File: src/rtl/core/rtv_pkg.sv
// ----------------------------------------------------------------------------
// rtv_pkg
// Shared constants, codes and widths for the vector-to-vector rotation block.
// ----------------------------------------------------------------------------
package rtv_pkg;

  // output fraction bits and internal unit-vector fraction bits
  localparam int FRAC_BITS = 14;
  localparam int IQ        = 30;

  // stage counts of the pipelined arithmetic units
  localparam int SQRT_STAGES = 32;
  localparam int DIV_STAGES  = 32;
  localparam int QUO_W       = DIV_STAGES;

  // accept-to-strobe latency
  localparam int PIPE_LAT = 2 * SQRT_STAGES + 2 * DIV_STAGES + 9;

  // divider operand widths
  localparam int NUM_W = 63;
  localparam int DEN_W = 32 + IQ - FRAC_BITS;

  // 1.0 in the internal unit-vector format
  localparam logic [31:0] ONE_IQ = 32'h4000_0000;

  // opposite-vector limit on the cosine: -1.0 plus 0.001
  localparam logic signed [35:0] OPP_LIMIT = -36'sd1072668082;

  // squared axis length below which the x axis is crossed instead
  localparam logic [63:0] AXIS_MIN_L2 = 64'd11529215046068469;

  // identity scalar part as it appears on the 16-bit port
  localparam logic [63:0] QONE_FULL = 64'd1 << FRAC_BITS;
  localparam logic [15:0] QONE16    = QONE_FULL[15:0];

  // case codes
  localparam logic [1:0] CASE_NORMAL = 2'd0;
  localparam logic [1:0] CASE_HALF   = 2'd1;
  localparam logic [1:0] CASE_ZERO   = 2'd2;

endpackage

File: src/rtl/core/rtv_isqrt.sv
// ----------------------------------------------------------------------------
// rtv_isqrt
// Pipelined integer square root, floor(sqrt(op)), two operand bits per stage.
// ----------------------------------------------------------------------------
module rtv_isqrt import rtv_pkg::*; (
  input  logic        clk,
  input  logic [63:0] op,
  output logic [31:0] root
);

  logic [63:0] x_r    [SQRT_STAGES];
  logic [34:0] rem_r  [SQRT_STAGES];
  logic [31:0] root_r [SQRT_STAGES];

  for (genvar k = 0; k < SQRT_STAGES; k++) begin : g_st
    logic [63:0] x_i;
    logic [34:0] rem_i;
    logic [31:0] root_i;
    logic [34:0] rem_sh;
    logic [34:0] trial;
    logic        ge;

    if (k == 0) begin : g_first
      assign x_i    = op;
      assign rem_i  = '0;
      assign root_i = '0;
    end else begin : g_next
      assign x_i    = x_r[k-1];
      assign rem_i  = rem_r[k-1];
      assign root_i = root_r[k-1];
    end

    // one root digit: bring down two bits, try root*4+1
    always_comb begin
      rem_sh = {rem_i[32:0], x_i[63:62]};
      trial  = {1'b0, root_i, 2'b01};
      ge     = rem_sh >= trial;
    end

    always_ff @(posedge clk) begin
      x_r[k]    <= {x_i[61:0], 2'b00};
      rem_r[k]  <= ge ? rem_sh - trial : rem_sh;
      root_r[k] <= {root_i[30:0], ge};
    end
  end

  assign root = root_r[SQRT_STAGES-1];

endmodule

File: config.mk
export PLATFORM = sky130hd
export DESIGN_NAME = rtv_isqrt
export DESIGN_NICKNAME = d
export VERILOG_FILES = /design/src/rtl/core/rtv_pkg.sv /design/src/rtl/core/rtv_isqrt.sv
export SDC_FILE = /design/constraint.sdc
export NUM_CORES = 2
export LEC_CHECK = 0
export BUFFER_PORTS_ARGS = -buffer_cell sky130_fd_sc_hd__buf_4
export CAP_MARGIN = 15
export CORE_MARGIN = 4
export CORE_UTILIZATION = 35
export DETAILED_ROUTE_END_ITERATION = 8
export HOLD_SLACK_MARGIN = 0.03
export PLACE_DENSITY = 0.48
export SLEW_MARGIN = 20
export SYNTH_ARGS = -nofsm -noshare
export SYNTH_HDL_FRONTEND = slang
export SYNTH_MEMORY_MAX_BITS = 65536
export SYNTH_SLANG_ARGS = --single-unit
File: constraint.sdc
create_clock -name clk -period 8.38 [get_ports clk]
set_input_delay 0.838 -clock clk [delete_from_list [all_inputs] [get_ports clk]]
set_output_delay 0.838 -clock clk [all_outputs]
set_load 0.005 [all_outputs]
# ---- After elaboration in Yosys (flattened, before gate mapping)
# Memories as Yosys holds them, arrays and structs flattened.
# Cells that the tools add are included.
# W data, S select, Z words.
dict set report totals {
  out_inout_bits 32
  reg_bits 0
  n_memories 3
  input_bits 65
  wordCells 99
  ram_bits 4128
}
# memory words word_bits rd rd_clocked_by_memory_dff write_ports line_no
set mem_list {}
lappend mem_list {x_r 32 62 31 0 32 rtv_isqrt.sv:11} ;# logic [63:0] x_r [SQRT_STAGES];
lappend mem_list {rem_r 32 35 31 0 32 rtv_isqrt.sv:12} ;# logic [34:0] rem_r [SQRT_STAGES];
lappend mem_list {root_r 32 32 32 0 32 rtv_isqrt.sv:13} ;# logic [31:0] root_r [SQRT_STAGES];
dict set report classes {
  muxes 32
  n_addsub 32
  n_lt_le_gt_ge 32
}
# op count
set op_table {}
lappend op_table {{$mux W35} 32}
lappend op_table {{$ge A35 B34 Y1} 31}
lappend op_table {{$sub A35 B34 Y35} 31}
lappend op_table {{$sub A2 B1 Y3 const B} 1}
lappend op_table {{$ge A2 B1 Y1 const B} 1}

# ---- Logic depth before layout (Yosys ltp)
# An unclocked memory read counts as a cell.
dict set report logic_depth {
  ltp_word 3
  depth_mapped 15
}

# ---- Least setup slack after synthesis
# No wires, ideal clock.
dict set report synth_timing {
  kind {register -> register}
  start {memory root_r[14][13]}
  end {memory rem_r[15][24] (netlist: rem_r[0][549])}
  t_arrival_ps 3236
  setup_ps 118
  slack_ps 5026
  stages_incl_launch_ff 13
  n_path_buf 1
  cell_sequence {dfxtp_1 -> inv_1 -> ha_1 -> buf_2 -> nand3_1 -> or4_1 -> or3_1 -> or4_1 -> nand4_1 -> o21bai_1 -> o311ai_1 -> or3_1 -> xnor2_1}
}
# element line_no
set synth_rtl {}
lappend synth_rtl {{start: declaration} rtv_isqrt.sv:13}
lappend synth_rtl {{end: declaration} rtv_isqrt.sv:12}

==> impl_metrics.json <==
{
  "wl_mm": 206,
  "ys_seq_elements": 2494,
  "timing.max_slew.rel_slack": 0.322,
  "power_per_cell_area_nw_per_um2": 315,
  "synth_fp_nets": 9613,
  "sequential_fraction_of_the_synthesis_area": 0.545,
  "met1Wirelength_mm": 90.7,
  "setup_tns_ps": 0,
  "cells_along_the_critical_path": "inv_1 -> ha_1 -> a21oi_1 -> a2111oi_1 -> o211ai_1 -> a211oi_1 -> nor2_1 -> a21boi_0 -> o21ai_0 -> nor2b_1 -> inv_2 -> mux2_2",
  "die_w_um": 519,
  "max_clock_freq_mhz": 241,
  "postCtsSetupBuffers": 0,
  "synthesis.instances": 8987,
  "drt.antenna.violating_nets": 0,
  "die_h_um": 519,
  "critPathLaunchType": "register",
  "drive_gt1_frac": 0.0835,
  "worst_ir_drop_vdd_mv": 0.207,
  "cts.hold.buffers_added": 63,
  "initial_cell_density_of_the_core": 0.352,
  "total_number_of_placement_rows": 187,
  "grt_start_max_net_pins": 62,
  "postSynth.topFlopCell": "sky130_fd_sc_hd__dfxtp_1",
  "drv_slew": 0,
  "pre_cts_ws_ps": 4080,
  "holdCritPathClass": "in -> reg",
  "cap_violations": 0,
  "worst-path-buf-inv": 2,
  "sinks_on_clock_net": 2494,
  "via_count": 61700,
  "port_buffers": 96,
  "async_flop_share": 0,
  "vias_per_cell": 4.76,
  "utilization": 0.410,
  "final.min_clock_period_ps": 4150,
  "cts-resized-gates": 0,
  "cts_max_path_buffers": 4,
  "cp.required_ps": 9120,
  "dieArea_um2": 270000,
  "worstMarginPinSlew_ps": 1020,
  "placeable_core_region_um2": 260000,
  "report.final.hold_viol_count": 0,
  "share_seq_of_total_power": 0.458,
  "worstPathMaxFanout": 45,
  "cts-htree-levels": 5,
  "power.static_leakage_nw": 49.6,
  "routabilityCongestion": 0.860,
  "syn_area_um2": 91500,
  "count_of_warnings_emitted_by_yosys": 0,
  "groute.usage.overall": 0.150,
  "synth_area_per_cell_um2": 10.2,
  "met3_length_mm": 7.14,
  "power.switching_fraction": 0.277,
  "firstDrtPassIters": 6,
  "worst_path_dominant_cell_family": "compound AO/OA/AOI/OAI gates",
  "route.top_layer_used": "met4",
  "top_level_ports": 97,
  "initial_antenna_violation_count": 7,
  "setup_ws_ps": 4230,
  "tritoncts.num_buffers": 289,
  "synth-edff-count": 0,
  "global_route_wire_length_before_repair_mm": 330,
  "critPathMaxStageDelay_ps": 750,
  "internal_power_mw": 24.2,
  "post-route-period-util": 0.496,
  "first_global_vias": 62000,
  "ctsRootBufferMaster": "sky130_fd_sc_hd__clkbuf_16",
  "status": "complete, no violations",
  "post_drt_wl_per_cell_um": 15.8,
  "grt.overflow.total": 0,
  "place.detailed.hpwl_mm": 157,
  "drt_iter0_drc": 3268,
  "synth.distinct_cells": 92,
  "worst_skew_pair.late_latency_ps": 900,
  "rsz_0062_raised_after_global_routing": "no",
  "fin_nets": 9901,
  "drc": 0,
  "timing.setup.critical_path_class": "reg -> reg",
  "detailroute.wirelength.met2_mm": 101,
  "tritoncts_clock_tree": "built",
  "switchingPower_mw": 9.30,
  "critical_path_arrival_ps": 4900,
  "critPathSlowestCell": "sky130_fd_sc_hd__a2111oi_1",
  "cts.clk_slew.worst_paths_ps": 60,
  "p_comb_frac": 0.163,
  "worst_clock_skew_ps": 62.7,
  "endpoint_kind": "register",
  "area_growth_syn_to_layout_pct": 16.4,
  "power.clock.fraction": 0.378,
  "final_setup_viols": 0
}
## synth_stat cells (72+ instances only)
master                     number  area (µm²)
sky130_fd_sc_hd__xor2_1       349        3060
sky130_fd_sc_hd__nor3_1       215        1080
sky130_fd_sc_hd__nor2b_1       77         482
sky130_fd_sc_hd__nor4_1       101         632
sky130_fd_sc_hd__o21a_1       115         863
sky130_fd_sc_hd__a21oi_1      596        2980
sky130_fd_sc_hd__mux2_2       134        1510
sky130_fd_sc_hd__ha_1         561        7020
sky130_fd_sc_hd__xnor2_1      439        3840
sky130_fd_sc_hd__nor2_1       574        2150
sky130_fd_sc_hd__nand2b_1     115         719
sky130_fd_sc_hd__a21o_1       232        1740
sky130_fd_sc_hd__or4_1         72         541
sky130_fd_sc_hd__inv_1        702        2640
sky130_fd_sc_hd__dfxtp_1     2494       49900
sky130_fd_sc_hd__o21ai_0      403        2020
sky130_fd_sc_hd__nand3_1      153         766
sky130_fd_sc_hd__nand2_1      561        2110
sky130_fd_sc_hd__or3_1         95         594
sky130_fd_sc_hd__nand4_1      101         632
sky130_fd_sc_hd__clkbuf_1     169         634
## power by group through the flow
stage | combinational, mW | sequential [mW] | clock [mW]
2_1_floorplan | 4.25 | 15.0 | 0
3_3_place_gp | 5.43 | 15.7 | 0
3_5_place_dp | 5.46 | 15.7 | 0
4_1_cts | 5.52 | 15.4 | 13.2
5_1_grt | 6.17 | 15.6 | 13.6
6_report | 5.48 | 15.4 | 12.7
## kinds of logic (layout without fill, tap and decap cells)
group / count (synthesis) / after routing / synth area share
flops: 2494 / 2494 / 0.545
simple gates: 2292 / 2292 / 0.124
compound gates: 1814 / 1814 / 0.124
buf+inv: 891 / 1388 / 0.0367
xor+xnor: 788 / 788 / 0.0754
fa+ha+maj: 561 / 561 / 0.0767
mux: 146 / 146 / 0.0178
other cells: 1 / 3 / 0.0000410
## path summary, 6_finish.rpt
kind	to	cells after the start	slack, ps	from
setup / recovery	rem_r[1][355]	12	4230	root_r[25][1]
hold / removal	root_r[0][0]	2	150	op[63]
setup reg to reg	rem_r[1][355]	12	4230	root_r[25][1]
hold reg to reg	x_r[0][801]	0	280	x_r[0][737]
## metal layers
layer  track usage  vias up
met1         0.184    28900
met4        0.0518        0
li1              -    31400
met3        0.0222      416
met2         0.266      992
met5             0        -
## per-stage QoR
stage / cells / hold slack (ps) / power [mW] / area (µm²)
finish: 13000 / 149 / 33.5 / 107000
global route: 13000 / 82.7 / 35.4 / 107000
floorplan: 8987 / 310 / 19.2 / 91500
CTS: 13000 / 56.8 / 34.1 / 107000
detailed placement: 12400 / 312 / 21.1 / 96200
global placement: 12400 / 310 / 21.1 / 96200
## sequential cells by signal, indices dropped and copies added, names as in the netlist
name / count
x_r: 992
rem_r: 974
root_r: 528
## layout make-up
class / instances / area (µm²)
inverter: 705 / 2650
multi-input combinational: 5602 / 38300
clock inverter: 109 / 1560
sequential: 2494 / 49900
timing repair buffer: 183 / 1530
fill: 25100 / 153000
antenna: 2 / 5.00
tap: 3496 / 4370
clock buffer: 391 / 8200
## placed cells by master, fill, tap and decap left out, drive strengths merged, types with 30 or more instances in the layout
cell	synthesis	routed
dfxtp	2494	2494
inv	703	713
a21oi	596	596
nor2	574	574
nand2	562	562
ha	561	561
xnor2	439	439
o21ai	405	405
clkbuf	169	391
xor2	349	349
a21o	232	232
nor3	215	215
nand3	153	153
mux2	134	134
buf	17	120
nand2b	115	115
o21a	115	115
nor4	104	104
nand4	101	101
or3	95	95
nor2b	77	77
or4	74	74
dlygate4sd3	0	63
a31oi	60	60
o31ai	57	57
a211oi	53	53
and3	52	52
o21bai	50	50
clkinv	2	50
or2	41	41
bufinv	0	35
and2	35	35
o211ai	30	30
Power figures use the tool's default switching activity.
